==> src/sv/adtti_pkg.sv <==
// Shared types, constants and the diode sensor table for the ADC to temperature converter.
// Used by every module of the block; it depends on nothing else.
package adtti_pkg;

  // Converter and table geometry.
  localparam int ADC_BITS      = 12;
  localparam int ADC_W         = 12;
  localparam int TABLE_ENTRIES = 34;

  // Field widths.
  localparam int CH_W     = 3;
  localparam int TEMP_W   = 20;
  localparam int OFFSET_W = 21;
  localparam int GAIN_W   = 16;
  localparam int CFG_W    = 21;

  // Internal widths. V_W holds the scaled code, VIN_W the diode voltage with offset.
  localparam int V_W   = 22;
  localparam int Y_W   = 24;
  localparam int VIN_W = 23;
  localparam int UV_W  = 21;
  localparam int MK_W  = 19;

  // The widest table segment spans 25228 uV and 10000 mK.
  localparam int DV_W  = 15;
  localparam int DT_W  = 14;
  localparam int NUM_W = DT_W + DV_W;
  localparam int RCP_W = 18;
  localparam int RCP_SHIFT = NUM_W;

  // Scaling by full scale over the largest code: code*FS/MAX = Q*code + (R*code)/MAX.
  localparam longint unsigned MAXCODE     = (64'd1 << ADC_BITS) - 64'd1;
  localparam longint unsigned FULL_UV     = 64'd2500000;
  localparam longint unsigned LIN_UV      = FULL_UV / 5;
  localparam int              RECIP_SHIFT = 35;

  localparam logic [V_W-1:0] Q_DIODE   = V_W'(FULL_UV / MAXCODE);
  localparam logic [V_W-1:0] Q_LIN     = V_W'(LIN_UV / MAXCODE);
  localparam logic [Y_W-1:0] R_DIODE   = Y_W'(FULL_UV % MAXCODE);
  localparam logic [Y_W-1:0] R_LIN     = Y_W'(LIN_UV % MAXCODE);
  localparam logic [Y_W-1:0] HALF_CODE = Y_W'(MAXCODE / 2);
  localparam logic [Y_W-1:0] SCALE_RECIP =
    Y_W'(((64'd1 << RECIP_SHIFT) + MAXCODE - 64'd1) / MAXCODE);

  localparam int GAIN_SHIFT = 16;
  localparam logic [V_W+GAIN_W-1:0] GAIN_ROUND = (V_W + GAIN_W)'(32768);

  localparam logic signed [TEMP_W-1:0] KELVIN_MILLI = 20'sd273150;

  // Pipeline stage positions.
  localparam int NUM_STAGES = 9;
  localparam int ST_MULT = 0;
  localparam int ST_RECIP = 1;
  localparam int ST_VIN = 2;
  localparam int ST_CMP = 3;
  localparam int ST_SEG = 4;
  localparam int ST_NUM = 5;
  localparam int ST_QEST = 6;
  localparam int ST_QCHK = 7;
  localparam int ST_OUT = 8;

  // Configuration register indexes.
  typedef enum logic [0:0] {
    CFG_OFFSET = 1'b0,
    CFG_GAIN   = 1'b1
  } cfg_idx_e;

  // Result status codes.
  typedef enum logic [1:0] {
    CLAMP_NONE   = 2'd0,
    CLAMP_TOP    = 2'd1,
    CLAMP_BOTTOM = 2'd2
  } clamp_e;

  // Per-stage load enables.
  typedef struct packed {
    logic [NUM_STAGES-1:0] load;
  } pipe_ctl_t;

  // Scaled values leaving the front end.
  typedef struct packed {
    logic [VIN_W-1:0]         vin;
    logic signed [TEMP_W-1:0] lin;
    logic                     diode;
  } front_t;

  // Selected table segment leaving the search.
  typedef struct packed {
    logic [DV_W-1:0]          dv;
    logic [DV_W-1:0]          span_uv;
    logic [DT_W-1:0]          span_mk;
    logic [RCP_W-1:0]         rcp;
    logic [MK_W-1:0]          tprev;
    clamp_e                   status;
    logic signed [TEMP_W-1:0] lin;
    logic                     diode;
  } seg_t;

  // Silicon diode table, voltage rising and temperature falling.
  localparam logic [UV_W-1:0] TAB_UV [TABLE_ENTRIES] = '{
    21'd449594,  21'd474822,  21'd499958,  21'd525021,  21'd550000,  21'd574880,
    21'd599653,  21'd616583,  21'd624308,  21'd648837,  21'd673232,  21'd697486,
    21'd721587,  21'd745530,  21'd769304,  21'd792899,  21'd816302,  21'd839502,
    21'd862483,  21'd885224,  21'd907702,  21'd929885,  21'd951741,  21'd973233,
    21'd994324,  21'd1014970, 21'd1035122, 21'd1045000, 21'd1054744, 21'd1059853,
    21'd1064352, 21'd1073825, 21'd1083167, 21'd1092385
  };

  localparam logic [MK_W-1:0] TAB_MK [TABLE_ENTRIES] = '{
    19'd340000, 19'd330000, 19'd320000, 19'd310000, 19'd300000, 19'd290000,
    19'd280000, 19'd273000, 19'd270000, 19'd260000, 19'd250000, 19'd240000,
    19'd230000, 19'd220000, 19'd210000, 19'd200000, 19'd190000, 19'd180000,
    19'd170000, 19'd160000, 19'd150000, 19'd140000, 19'd130000, 19'd120000,
    19'd110000, 19'd100000, 19'd90000,  19'd85000,  19'd80000,  19'd77350,
    19'd75000,  19'd70000,  19'd65000,  19'd60000
  };

endpackage

==> src/sv/adtti_front.sv <==
// Front end: scales the converter code to microvolts and forms the diode voltage.
// Three pipeline stages; depends on adtti_pkg.
module adtti_front (
  input  logic                             clk_i,
  input  adtti_pkg::pipe_ctl_t             ctl_i,
  input  logic [adtti_pkg::CH_W-1:0]       channel_i,
  input  logic [adtti_pkg::ADC_W-1:0]      adc_code_i,
  input  logic [adtti_pkg::OFFSET_W-1:0]   diode_offset_i,
  input  logic [adtti_pkg::GAIN_W-1:0]     diode_gain_i,
  output adtti_pkg::front_t                front_o
);

  logic [adtti_pkg::ADC_BITS-1:0] code;
  logic                           diode_a_d, diode_a_q;
  logic [adtti_pkg::V_W-1:0]      q_sel, p_d, p_q;
  logic [adtti_pkg::Y_W-1:0]      r_sel, y_d, y_q;
  logic                           diode_b_q;
  logic [2*adtti_pkg::Y_W-1:0]    yprod;
  logic [adtti_pkg::V_W-1:0]      v_d, v_q;
  logic [adtti_pkg::V_W+adtti_pkg::GAIN_W-1:0] gprod;
  adtti_pkg::front_t              front_d, front_q;

  // Split the scale into a whole part and a remainder still to be divided.
  always_comb begin
    code      = adc_code_i[adtti_pkg::ADC_BITS-1:0];
    diode_a_d = (channel_i[adtti_pkg::CH_W-1:1] == '0);
    q_sel     = diode_a_d ? adtti_pkg::Q_DIODE : adtti_pkg::Q_LIN;
    r_sel     = diode_a_d ? adtti_pkg::R_DIODE : adtti_pkg::R_LIN;
    p_d       = adtti_pkg::V_W'(code) * q_sel;
    y_d       = adtti_pkg::Y_W'(code) * r_sel + adtti_pkg::HALF_CODE;
  end

  always_ff @(posedge clk_i) begin
    if (ctl_i.load[adtti_pkg::ST_MULT]) begin
      diode_a_q <= diode_a_d;
      p_q       <= p_d;
      y_q       <= y_d;
    end
  end

  // Divide the remainder by the largest code through its reciprocal.
  always_comb begin
    yprod = (2 * adtti_pkg::Y_W)'(y_q) * (2 * adtti_pkg::Y_W)'(adtti_pkg::SCALE_RECIP);
    v_d   = p_q + adtti_pkg::V_W'(yprod >> adtti_pkg::RECIP_SHIFT);
  end

  always_ff @(posedge clk_i) begin
    if (ctl_i.load[adtti_pkg::ST_RECIP]) begin
      diode_b_q <= diode_a_q;
      v_q       <= v_d;
    end
  end

  // Apply gain and offset for the diode, or the kelvin offset for a linear sensor.
  always_comb begin
    gprod = (adtti_pkg::V_W + adtti_pkg::GAIN_W)'(v_q)
          * (adtti_pkg::V_W + adtti_pkg::GAIN_W)'(diode_gain_i)
          + adtti_pkg::GAIN_ROUND;
    front_d.vin   = adtti_pkg::VIN_W'(diode_offset_i)
                  + adtti_pkg::VIN_W'(gprod >> adtti_pkg::GAIN_SHIFT);
    front_d.lin   = $signed(adtti_pkg::TEMP_W'(v_q)) - adtti_pkg::KELVIN_MILLI;
    front_d.diode = diode_b_q;
  end

  always_ff @(posedge clk_i) begin
    if (ctl_i.load[adtti_pkg::ST_VIN]) begin
      front_q <= front_d;
    end
  end

  assign front_o = front_q;

endmodule

==> src/sv/adtti_search.sv <==
// Table search: compares the diode voltage with every table entry and picks the segment.
// Two pipeline stages; depends on adtti_pkg.
module adtti_search (
  input  logic                 clk_i,
  input  adtti_pkg::pipe_ctl_t ctl_i,
  input  adtti_pkg::front_t    front_i,
  output adtti_pkg::seg_t      seg_o
);

  localparam int N = adtti_pkg::TABLE_ENTRIES;

  logic [N-1:0]                    ge_d, ge_q;
  adtti_pkg::front_t               front_q;
  logic [N-1:0]                    hit;
  logic [adtti_pkg::DV_W-1:0]      seg_dv  [N];
  logic [adtti_pkg::DT_W-1:0]      seg_dt  [N];
  logic [adtti_pkg::RCP_W-1:0]     seg_rcp [N];
  logic [adtti_pkg::UV_W-1:0]      seg_vp  [N];
  logic [adtti_pkg::MK_W-1:0]      seg_tp  [N];
  logic [adtti_pkg::UV_W-1:0]      vprev;
  adtti_pkg::seg_t                 seg_d, seg_q;

  // Constant per-segment spans and reciprocals, segment g lies between entries g-1 and g.
  for (genvar g = 0; g < N; g++) begin : g_seg
    if (g == 0) begin : g_none
      assign seg_dv[g]  = '0;
      assign seg_dt[g]  = '0;
      assign seg_rcp[g] = '0;
      assign seg_vp[g]  = '0;
      assign seg_tp[g]  = '0;
    end else begin : g_span
      localparam logic [adtti_pkg::DV_W-1:0] SPAN_UV =
        adtti_pkg::DV_W'(adtti_pkg::TAB_UV[g] - adtti_pkg::TAB_UV[g-1]);
      localparam logic [adtti_pkg::DT_W-1:0] SPAN_MK =
        adtti_pkg::DT_W'(adtti_pkg::TAB_MK[g-1] - adtti_pkg::TAB_MK[g]);
      localparam logic [adtti_pkg::RCP_W-1:0] RCP =
        adtti_pkg::RCP_W'((2 ** adtti_pkg::RCP_SHIFT)
                          / (adtti_pkg::TAB_UV[g] - adtti_pkg::TAB_UV[g-1]));
      assign seg_dv[g]  = SPAN_UV;
      assign seg_dt[g]  = SPAN_MK;
      assign seg_rcp[g] = RCP;
      assign seg_vp[g]  = adtti_pkg::TAB_UV[g-1];
      assign seg_tp[g]  = adtti_pkg::TAB_MK[g-1];
    end
  end

  // One comparator per table entry.
  always_comb begin
    for (int i = 0; i < N; i++) begin
      ge_d[i] = (adtti_pkg::VIN_W'(adtti_pkg::TAB_UV[i]) >= front_i.vin);
    end
  end

  always_ff @(posedge clk_i) begin
    if (ctl_i.load[adtti_pkg::ST_CMP]) begin
      ge_q    <= ge_d;
      front_q <= front_i;
    end
  end

  // The table rises, so the compare vector is a thermometer and its edge marks the segment.
  always_comb begin
    hit[0] = ge_q[0];
    for (int i = 1; i < N; i++) begin
      hit[i] = ge_q[i] & ~ge_q[i-1];
    end
    seg_d.span_uv = '0;
    seg_d.span_mk = '0;
    seg_d.rcp     = '0;
    seg_d.tprev   = '0;
    vprev         = '0;
    for (int i = 1; i < N; i++) begin
      seg_d.span_uv = seg_d.span_uv | ({adtti_pkg::DV_W{hit[i]}} & seg_dv[i]);
      seg_d.span_mk = seg_d.span_mk | ({adtti_pkg::DT_W{hit[i]}} & seg_dt[i]);
      seg_d.rcp     = seg_d.rcp | ({adtti_pkg::RCP_W{hit[i]}} & seg_rcp[i]);
      seg_d.tprev   = seg_d.tprev | ({adtti_pkg::MK_W{hit[i]}} & seg_tp[i]);
      vprev         = vprev | ({adtti_pkg::UV_W{hit[i]}} & seg_vp[i]);
    end
    seg_d.dv = adtti_pkg::DV_W'(front_q.vin - adtti_pkg::VIN_W'(vprev));

    // Clamp past the next-to-last entry first, then at or below the first entry.
    if (!front_q.diode) begin
      seg_d.status = adtti_pkg::CLAMP_NONE;
    end else if (!ge_q[N-2]) begin
      seg_d.status = adtti_pkg::CLAMP_BOTTOM;
    end else if (ge_q[0]) begin
      seg_d.status = adtti_pkg::CLAMP_TOP;
    end else begin
      seg_d.status = adtti_pkg::CLAMP_NONE;
    end
    seg_d.lin   = front_q.lin;
    seg_d.diode = front_q.diode;
  end

  always_ff @(posedge clk_i) begin
    if (ctl_i.load[adtti_pkg::ST_SEG]) begin
      seg_q <= seg_d;
    end
  end

  assign seg_o = seg_q;

endmodule

==> src/sv/adtti_interp.sv <==
// Interpolation inside the chosen segment and the output register.
// Four pipeline stages with a reciprocal divide and one correction step; depends on adtti_pkg.
module adtti_interp (
  input  logic                              clk_i,
  input  adtti_pkg::pipe_ctl_t              ctl_i,
  input  adtti_pkg::seg_t                   seg_i,
  output logic signed [adtti_pkg::TEMP_W-1:0] temperature_milli_o,
  output logic                              is_kelvin_o,
  output logic [1:0]                        clamp_status_o
);

  localparam int N = adtti_pkg::TABLE_ENTRIES;
  localparam int QP_W = adtti_pkg::NUM_W + adtti_pkg::RCP_W;

  adtti_pkg::seg_t                  f_q, g_q, h_q;
  logic [adtti_pkg::NUM_W-1:0]      num_d, num_f_q, num_g_q, num_h_q;
  logic [QP_W-1:0]                  qprod;
  logic [adtti_pkg::DT_W-1:0]       qe_d, qe_g_q, qe_h_q;
  logic [adtti_pkg::NUM_W-1:0]      qd_d, qd_q;
  logic [adtti_pkg::NUM_W-1:0]      rem;
  logic [adtti_pkg::DT_W-1:0]       quot;
  logic signed [adtti_pkg::TEMP_W-1:0] temp_d, temp_q;
  logic                             kelvin_q;
  adtti_pkg::clamp_e                status_q;

  // Numerator of the step, rounded half up.
  always_comb begin
    num_d = adtti_pkg::NUM_W'(seg_i.span_mk) * adtti_pkg::NUM_W'(seg_i.dv)
          + adtti_pkg::NUM_W'(seg_i.span_uv >> 1);
  end

  always_ff @(posedge clk_i) begin
    if (ctl_i.load[adtti_pkg::ST_NUM]) begin
      f_q     <= seg_i;
      num_f_q <= num_d;
    end
  end

  // Quotient estimate from the segment reciprocal; it is low by at most one.
  always_comb begin
    qprod = QP_W'(num_f_q) * QP_W'(f_q.rcp);
    qe_d  = adtti_pkg::DT_W'(qprod >> adtti_pkg::RCP_SHIFT);
  end

  always_ff @(posedge clk_i) begin
    if (ctl_i.load[adtti_pkg::ST_QEST]) begin
      g_q     <= f_q;
      num_g_q <= num_f_q;
      qe_g_q  <= qe_d;
    end
  end

  // Multiply back to find the remainder.
  assign qd_d = adtti_pkg::NUM_W'(qe_g_q) * adtti_pkg::NUM_W'(g_q.span_uv);

  always_ff @(posedge clk_i) begin
    if (ctl_i.load[adtti_pkg::ST_QCHK]) begin
      h_q     <= g_q;
      num_h_q <= num_g_q;
      qe_h_q  <= qe_g_q;
      qd_q    <= qd_d;
    end
  end

  // Correct the quotient and pick the result by channel kind and clamp status.
  always_comb begin
    rem  = num_h_q - qd_q;
    quot = qe_h_q + adtti_pkg::DT_W'(rem >= adtti_pkg::NUM_W'(h_q.span_uv));
    if (!h_q.diode) begin
      temp_d = h_q.lin;
    end else begin
      case (h_q.status)
        adtti_pkg::CLAMP_TOP:    temp_d = $signed(adtti_pkg::TEMP_W'(adtti_pkg::TAB_MK[0]));
        adtti_pkg::CLAMP_BOTTOM: temp_d = $signed(adtti_pkg::TEMP_W'(adtti_pkg::TAB_MK[N-1]));
        default: begin
          temp_d = $signed(adtti_pkg::TEMP_W'(h_q.tprev) - adtti_pkg::TEMP_W'(quot));
        end
      endcase
    end
  end

  always_ff @(posedge clk_i) begin
    if (ctl_i.load[adtti_pkg::ST_OUT]) begin
      temp_q   <= temp_d;
      kelvin_q <= h_q.diode;
      status_q <= h_q.status;
    end
  end

  assign temperature_milli_o = temp_q;
  assign is_kelvin_o         = kelvin_q;
  assign clamp_status_o      = status_q;

endmodule

==> src/sv/adtti_ctrl.sv <==
// Pipeline control: valid bits for every stage and the load enables derived from them.
// Depends on adtti_pkg.
module adtti_ctrl (
  input  logic                 clk_i,
  input  logic                 rst_ni,
  input  logic                 in_valid_i,
  output logic                 in_ready_o,
  output logic                 out_valid_o,
  input  logic                 out_ready_i,
  output adtti_pkg::pipe_ctl_t ctl_o
);

  localparam int NS = adtti_pkg::NUM_STAGES;

  logic [NS-1:0] vld_d, vld_q;
  logic [NS-1:0] load;

  // A stage loads when it is empty or its contents move on; bubbles close up.
  always_comb begin
    load[NS-1] = ~vld_q[NS-1] | out_ready_i;
    for (int k = NS - 2; k >= 0; k--) begin
      load[k] = ~vld_q[k] | load[k+1];
    end
    vld_d[0] = load[0] ? in_valid_i : vld_q[0];
    for (int k = 1; k < NS; k++) begin
      vld_d[k] = load[k] ? vld_q[k-1] : vld_q[k];
    end
  end

  always_ff @(posedge clk_i or negedge rst_ni) begin
    if (!rst_ni) begin
      vld_q <= '0;
    end else begin
      vld_q <= vld_d;
    end
  end

  assign in_ready_o  = load[0];
  assign out_valid_o = vld_q[NS-1];
  assign ctl_o.load  = load;

endmodule

==> src/sv/adc_to_temperature_table_interp.sv <==
// Top level of the ADC to temperature converter with diode table interpolation.
// Holds the configuration registers; uses adtti_pkg, adtti_ctrl, adtti_front,
// adtti_search and adtti_interp.
//
//   Channel   Handshake                  Payload
//   input     in_valid_i / in_ready_o    channel_i, adc_code_i
//   result    out_valid_o / out_ready_i  temperature_milli_o, is_kelvin_o, clamp_status_o
//   config    cfg_we_i                   cfg_index_i, cfg_wdata_i
//
// One item enters per cycle unless a stalled result has filled the pipeline; a result
// leaves through the nine pipeline registers from scaling to the output, the first of
// which loads at the input transfer edge itself.
// Reset empties the pipeline and loads the offset and gain with their reset values.
// A stalled result holds only the full stages with no empty stage between them and it;
// the others still move and take new items, so nothing is dropped or sent twice.
module adc_to_temperature_table_interp (
  input  logic                                clk_i,
  input  logic                                rst_ni,
  input  logic                                in_valid_i,
  output logic                                in_ready_o,
  input  logic [adtti_pkg::CH_W-1:0]          channel_i,
  input  logic [adtti_pkg::ADC_W-1:0]         adc_code_i,
  output logic                                out_valid_o,
  input  logic                                out_ready_i,
  output logic signed [adtti_pkg::TEMP_W-1:0] temperature_milli_o,
  output logic                                is_kelvin_o,
  output logic [1:0]                          clamp_status_o,
  input  logic                                cfg_we_i,
  input  logic [0:0]                          cfg_index_i,
  input  logic [adtti_pkg::CFG_W-1:0]         cfg_wdata_i
);

  logic [adtti_pkg::OFFSET_W-1:0] offset_d, offset_q;
  logic [adtti_pkg::GAIN_W-1:0]   gain_d, gain_q;
  adtti_pkg::pipe_ctl_t           ctl;
  adtti_pkg::front_t              front;
  adtti_pkg::seg_t                seg;

  // Configuration writes.
  always_comb begin
    offset_d = offset_q;
    gain_d   = gain_q;
    if (cfg_we_i) begin
      case (adtti_pkg::cfg_idx_e'(cfg_index_i))
        adtti_pkg::CFG_OFFSET: offset_d = cfg_wdata_i[adtti_pkg::OFFSET_W-1:0];
        adtti_pkg::CFG_GAIN:   gain_d   = cfg_wdata_i[adtti_pkg::GAIN_W-1:0];
        default: begin
          offset_d = offset_q;
        end
      endcase
    end
  end

  always_ff @(posedge clk_i or negedge rst_ni) begin
    if (!rst_ni) begin
      offset_q <= adtti_pkg::OFFSET_W'(516980);
      gain_q   <= adtti_pkg::GAIN_W'(16466);
    end else begin
      offset_q <= offset_d;
      gain_q   <= gain_d;
    end
  end

  // Valid bits and stage enables.
  adtti_ctrl u_ctrl (
    .clk_i       (clk_i),
    .rst_ni      (rst_ni),
    .in_valid_i  (in_valid_i),
    .in_ready_o  (in_ready_o),
    .out_valid_o (out_valid_o),
    .out_ready_i (out_ready_i),
    .ctl_o       (ctl)
  );

  // Scaling to microvolts and diode voltage.
  adtti_front u_front (
    .clk_i          (clk_i),
    .ctl_i          (ctl),
    .channel_i      (channel_i),
    .adc_code_i     (adc_code_i),
    .diode_offset_i (offset_q),
    .diode_gain_i   (gain_q),
    .front_o        (front)
  );

  // Segment search over the diode table.
  adtti_search u_search (
    .clk_i   (clk_i),
    .ctl_i   (ctl),
    .front_i (front),
    .seg_o   (seg)
  );

  // Interpolation and output register.
  adtti_interp u_interp (
    .clk_i               (clk_i),
    .ctl_i               (ctl),
    .seg_i               (seg),
    .temperature_milli_o (temperature_milli_o),
    .is_kelvin_o         (is_kelvin_o),
    .clamp_status_o      (clamp_status_o)
  );

endmodule
==> config.mk <==
export PLATFORM = sky130hd
export DESIGN_NAME = adc_to_temperature_table_interp
export DESIGN_NICKNAME = d
export VERILOG_FILES = /design/src/sv/adtti_pkg.sv /design/src/sv/adtti_front.sv /design/src/sv/adtti_search.sv /design/src/sv/adtti_interp.sv /design/src/sv/adtti_ctrl.sv /design/src/sv/adc_to_temperature_table_interp.sv
export SDC_FILE = /design/constraint.sdc
export NUM_CORES = 2
export LEC_CHECK = 0
export BUFFER_PORTS_ARGS = -buffer_cell sky130_fd_sc_hd__buf_2
export CAP_MARGIN = 5
export CORE_MARGIN = 5
export CORE_UTILIZATION = 54
export DETAILED_ROUTE_END_ITERATION = 8
export PLACE_DENSITY = 0.81
export SLEW_MARGIN = 20
export SYNTH_ARGS = -nofsm -noshare
export SYNTH_HDL_FRONTEND = slang
export SYNTH_SLANG_ARGS = --single-unit
==> constraint.sdc <==
create_clock -name clk_i -period 8.05 [get_ports clk_i]
set_input_delay 1.61 -clock clk_i [delete_from_list [all_inputs] [get_ports clk_i]]
set_output_delay 1.61 -clock clk_i [all_outputs]
set_load 0.01 [all_outputs]
-- After elaboration in Yosys (flattened, before gate mapping)
Cells that the tools add are included.
- output and inout port bits: 25
- logic and storage cells: 366
- bits in registers: 690
- multiplexer cells: 6
- magnitude comparators: 35
- add/subtract/negate cells: 10
- equality and inequality tests: 2
- reduce and logical (&&, ||, !) cells: 4
- bitwise logic cells: 245
- multiply operators: 7
- operators with widths (operator ; count):
    15-bit bitwise OR ; 40
    20-bit by 23-bit greater-or-equal comparator with 1-bit output (first input constant) ; 25
    18-bit by 15-bit bitwise OR with 18-bit output ; 22
    14-bit bitwise OR ; 23
    19-bit by 18-bit bitwise OR with 19-bit output ; 13
    15-bit by 14-bit bitwise OR with 15-bit output ; 15
    19-bit by 17-bit bitwise OR with 19-bit output ; 10
    19-bit bitwise OR ; 8
    21-bit by 23-bit greater-or-equal comparator with 1-bit output (first input constant) ; 6
    18-bit by 16-bit bitwise OR with 18-bit output ; 5
    14-bit by 13-bit bitwise OR with 14-bit output ; 6
    15-bit by 13-bit bitwise OR with 15-bit output ; 5
    19-bit by 23-bit greater-or-equal comparator with 1-bit output (first input constant) ; 3
    14-bit by 15-bit multiplier with 29-bit output ; 2
    18-bit by 17-bit bitwise OR with 18-bit output ; 3
    24-bit by 24-bit multiplier with 48-bit output (second input constant) ; 1
    15-bit by 11-bit bitwise OR with 15-bit output ; 3
    29-bit by 18-bit multiplier with 43-bit output ; 1
    1-bit NOT ; 43
    14-bit by 12-bit bitwise OR with 14-bit output ; 3
    20-bit one-hot mux with 2 select lines ; 1
    38-bit by 16-bit adder with 38-bit output (second input constant) ; 1
    22-bit by 16-bit multiplier with 38-bit output ; 1
    1-bit bitwise AND ; 33
    other kinds (25) ; 36

-- Logic depth before layout (Yosys ltp)
- depth after elaboration: 35
- mapped depth: 34

-- Hierarchy
Synthesis repeated with hierarchy kept, for this count alone.
- cell total of the unflattened synthesis: 7459
- area, all modules: 76414.5 µm²
- modules (own cells, without submodules) (module ; sequential area each (µm²) ; area each (µm²) ; times used ; cells an instance):
    adtti_interp ; 10690.3 ; 42527.0 ; 1 ; 4114
    adtti_front ; 3363.2 ; 22839.4 ; 1 ; 2317
    adtti_search ; 5044.8 ; 9185.1 ; 1 ; 916
    adc_to_temperature_table_interp ; 945.9 ; 1465.2 ; 1 ; 79
    adtti_ctrl ; 225.2 ; 397.9 ; 1 ; 33

-- Least setup slack after synthesis
OpenSTA, ideal clock, no wires.
- path kind: register to register
- from: register u_front.v_q[7] in the netlist's numbering
- to: register u_front.front_q (netlist bit u_front.front_o[43]) (data pin)
- clock period less this slack: 8.141 ns
- buffers on the path: 2
- library setup time: 0.264 ns
- required time: 7.786 ns
- arrival time: 7.877 ns
- setup slack: -0.091 ns
- cell stages (with the launch flop): 32
- path through: edfxtp_1 -> clkbuf_1 -> clkbuf_1 -> and2_1 -> fa_1 -> inv_1 -> fa_1 -> fa_1 -> inv_1 -> fa_1 -> fa_1 -> inv_1 -> fa_1 -> inv_1 -> ha_1 -> a211oi_1 -> nand2_1 -> a221oi_1 -> o31ai_1 -> a211o_1 -> or3_1 -> a31oi_1 -> xnor2_1 -> ha_1 -> nor2_1 -> nor2_1 -> and3_1 -> a31o_2 -> o41ai_1 -> o311ai_0 -> o211ai_1 -> a21oi_1
- RTL lines (item ; RTL line ; RTL):
    start: declaration ; adtti_front.sv:19 ; logic [adtti_pkg::V_W-1:0] v_d, v_q;
    start signal: assignment ; adtti_front.sv:50 ; v_q <= v_d;
    end signal: assignment ; adtti_front.sv:67 ; front_q <= front_d;
    end: declaration ; adtti_front.sv:21 ; adtti_pkg::front_t front_d, front_q;

==> results.json <==
{
  "clkTransAtPathRegs_ns": 0.07,
  "fillers": 11100,
  "avgSynthCellArea_um2": 10.2,
  "areaGrowthSynthToFinish_pct": 8.36,
  "grt_max_degree": 77,
  "finalCriticalPeriod_ns": 8.17,
  "synth_common_cells": "1310 x inv_1, 1063 x fa_1, 917 x nand2_1",
  "rsz0062_at_grt": "yes",
  "fmax_ghz": 0.122,
  "antenna_found_initial": 6,
  "vias": 54300,
  "fin_crit_sh": 1.01,
  "place_inst": 9288,
  "fp.dieArea_um2": 148000,
  "critical_path.max_stage_delay_ns": 0.54,
  "core-area_um2": 139000,
  "crit_path_start_kind": "register",
  "cp-endpoint": "u_front.front_o[37]",
  "place_hpwl_um": 153000,
  "overflow": 0,
  "die_w_um": 384,
  "setup_viol_count_final": 5,
  "first_pass_iters": 6,
  "vias_per_cell": 5.75,
  "mappedNetlistArea_um2": 75600,
  "grt_pass1_wl_um": 313000,
  "h-tree-depth": 3,
  "synthArstFlopShare": 0.0685,
  "synth_top_flop_cell": "edfxtp_1",
  "wl_um": 195000,
  "synthDominantCellAreaShare": 0.282,
  "drt-wirelength-per-cell_um": 20.6,
  "syn_nets": 9307,
  "max_cap_violations": 0,
  "cp_max_fo": 4,
  "status": "complete, but fails checks",
  "crit_start": "u_front.v_q[7]",
  "ys_seq_elements": 672,
  "path_buf_inv": 7,
  "cts_tree": "yes",
  "die_h_um": 384,
  "cts_hold_buf": 0,
  "finalHoldViolations": 0,
  "crit_type": "reg -> reg",
  "multi_input_area_um2": 50200,
  "crit_cells": 32,
  "rr_worst_depth": 32,
  "cts.path.max_buffers": 3,
  "seq_area_um2": 20000,
  "place.gp.congestion": 1.02,
  "yosysWarnings": 0,
  "insertion_delay_ns": 0.64,
  "drcViolationCount": 0,
  "layout-drive-gt1-share": 0.0795,
  "placementRows": 137,
  "yosysMostFrequentCell": "inv_1",
  "r2r-end": "u_front.front_o[37]",
  "ant_nets": 0,
  "cts.sinks": 672,
  "finClkSkew_ns": 0.0382,
  "syn_inst": 7399,
  "violations": "setup timing",
  "finalMaxSlewViolations": 0,
  "cp.arrival_ns": 8.54,
  "r2r_start": "u_front.v_q[7]",
  "grt_pass1_vias": 58400,
  "fin_nets": 9412,
  "top_level_ports": 67,
  "cp.required_ns": 8.43,
  "start_util": 0.542,
  "cp-end-kind": "register",
  "reg2reg_slack_ns": -0.12,
  "netlist-cell-type-count": 77,
  "cpLargestDelayFamily": "adder cells",
  "cts_root_buf": "clkbuf_16",
  "cp_slowest_cell": "fa_2",
  "finish.utilization": 0.588,
  "port-buffer-count": 65,
  "instances_no_fill": 9441,
  "setup_tns_ns": -0.426,
  "grt_usage": 0.269,
  "numCtsBuffers": 70,
  "yosysSeqAreaShare": 0.264,
  "hp-class": "reg -> reg",
  "slew-limit-headroom": 0.308,
  "synth_edf_count": 626,
  "fin_ws_ns": -0.115,
  "synthTopCellsByArea": "fa_1 28%, edfxtp_1 25%, ha_1 13%",
  "worst_pin_slew_ns": 1.04,
  "drtIter0Drc": 4458,
  "yosysTopAreaCell": "fa_1"
}
[metal layers]
| metal | wire (µm) | track usage | vias to the layer above | share of wire |
|---|---|---|---|---|
| met5 | 41 | 0 | - | 0.00021 |
| met4 | 13800 | 0.153 | 6 | 0.071 |
| met3 | 13400 | 0.0381 | 724 | 0.069 |
| met2 | 95400 | 0.461 | 2316 | 0.49 |
| met1 | 72100 | 0.327 | 27100 | 0.37 |
| li1 | - | - | 24100 | - |
[metrics by stage]
| stage | hold WS, ns | worst slack, ns | area, µm² |
|---|---|---|---|
| 2_1_floorplan | 0.400 | 0.00589 | 75600 |
| 6_report | 0.392 | -0.115 | 81900 |
| 5_1_grt | 0.416 | -0.319 | 81900 |
| 4_1_cts | 0.405 | -0.00502 | 81500 |
| 3_3_place_gp | 0.401 | -0.452 | 79000 |
| 3_5_place_dp | 0.405 | -0.572 | 79000 |
[cell families after synthesis]
family                   after synthesis  synth area share
AND/OR/NAND/NOR                     2325             0.152
multiplexers                          40           0.00593
flip-flops                           672             0.264
buffers and inverters               1588            0.0789
AO/OA/AOI/OAI                        695            0.0603
XOR/XNOR                             213            0.0247
adder cells (fa/ha/maj)             1866             0.415
[placed cells by master (no fill, tap or decap), drive strengths merged, types with 40 or more instances in the layout]
cell and count:
a21o 59, inv 1317, nor3 99, nor2b 66, nand4 77, clkbuf 84
o21ai 154, edfxtp 626, nor4 40, xor2 60, nand2 917, ha 803
nor2 268, fa 1063, nand3 98, buf 310, a21oi 183, nand2b 69
xnor2 153, and2 556
[worst min-delay path by stage]
stage / startpoint / cells after the start / endpoint / slack [ns]
after CTS: u_interp.g_q[39] / 0 / u_interp.h_q[39] / 0.41
after floorplan: u_front.diode_a_q / 0 / u_front.diode_b_q / 0.40
after global routing: u_interp.g_q[39] / 0 / u_interp.h_q[39] / 0.42
final: u_search.seg_o[46] / 0 / u_interp.f_q[46] / 0.39
after detailed placement: u_search.seg_o[0] / 0 / u_interp.f_q[0] / 0.40
after global placement: u_interp.num_g_q[22] / 0 / u_interp.num_h_q[22] / 0.40
[what timing repair did]
action | in CTS | in global routing
buffers inserted | 10 | 12
pin swaps | 19 | 79
gates resized for setup | 44 | 80
setup endpoints to repair | 13 | 18
[flip-flops by register name (all words and copies together), names as in the netlist, 34 cells and up]
register	flops
u_interp.g_q	54
u_interp.f_q	72
u_search.front_q	36
u_search.seg_o	98
u_search.ge_q	34
u_interp.h_q	54
u_front.front_o	44
[layout make-up]
| class | instances | area share |
|---|---|---|
| clock buffer | 84 | 0.0225 |
| multi-input combinational | 5139 | 0.612 |
| inverter | 1311 | 0.0601 |
| antenna | 4 | 0.000122 |
| clock inverter | 45 | 0.00521 |
| tap | 1876 | 0.0287 |
| timing repair buffer | 310 | 0.0270 |
| sequential | 672 | 0.244 |
Power is left out: the tool's default activity adds up to more than one toggle a clock period on the data nets, which glitch-free logic cannot reach.
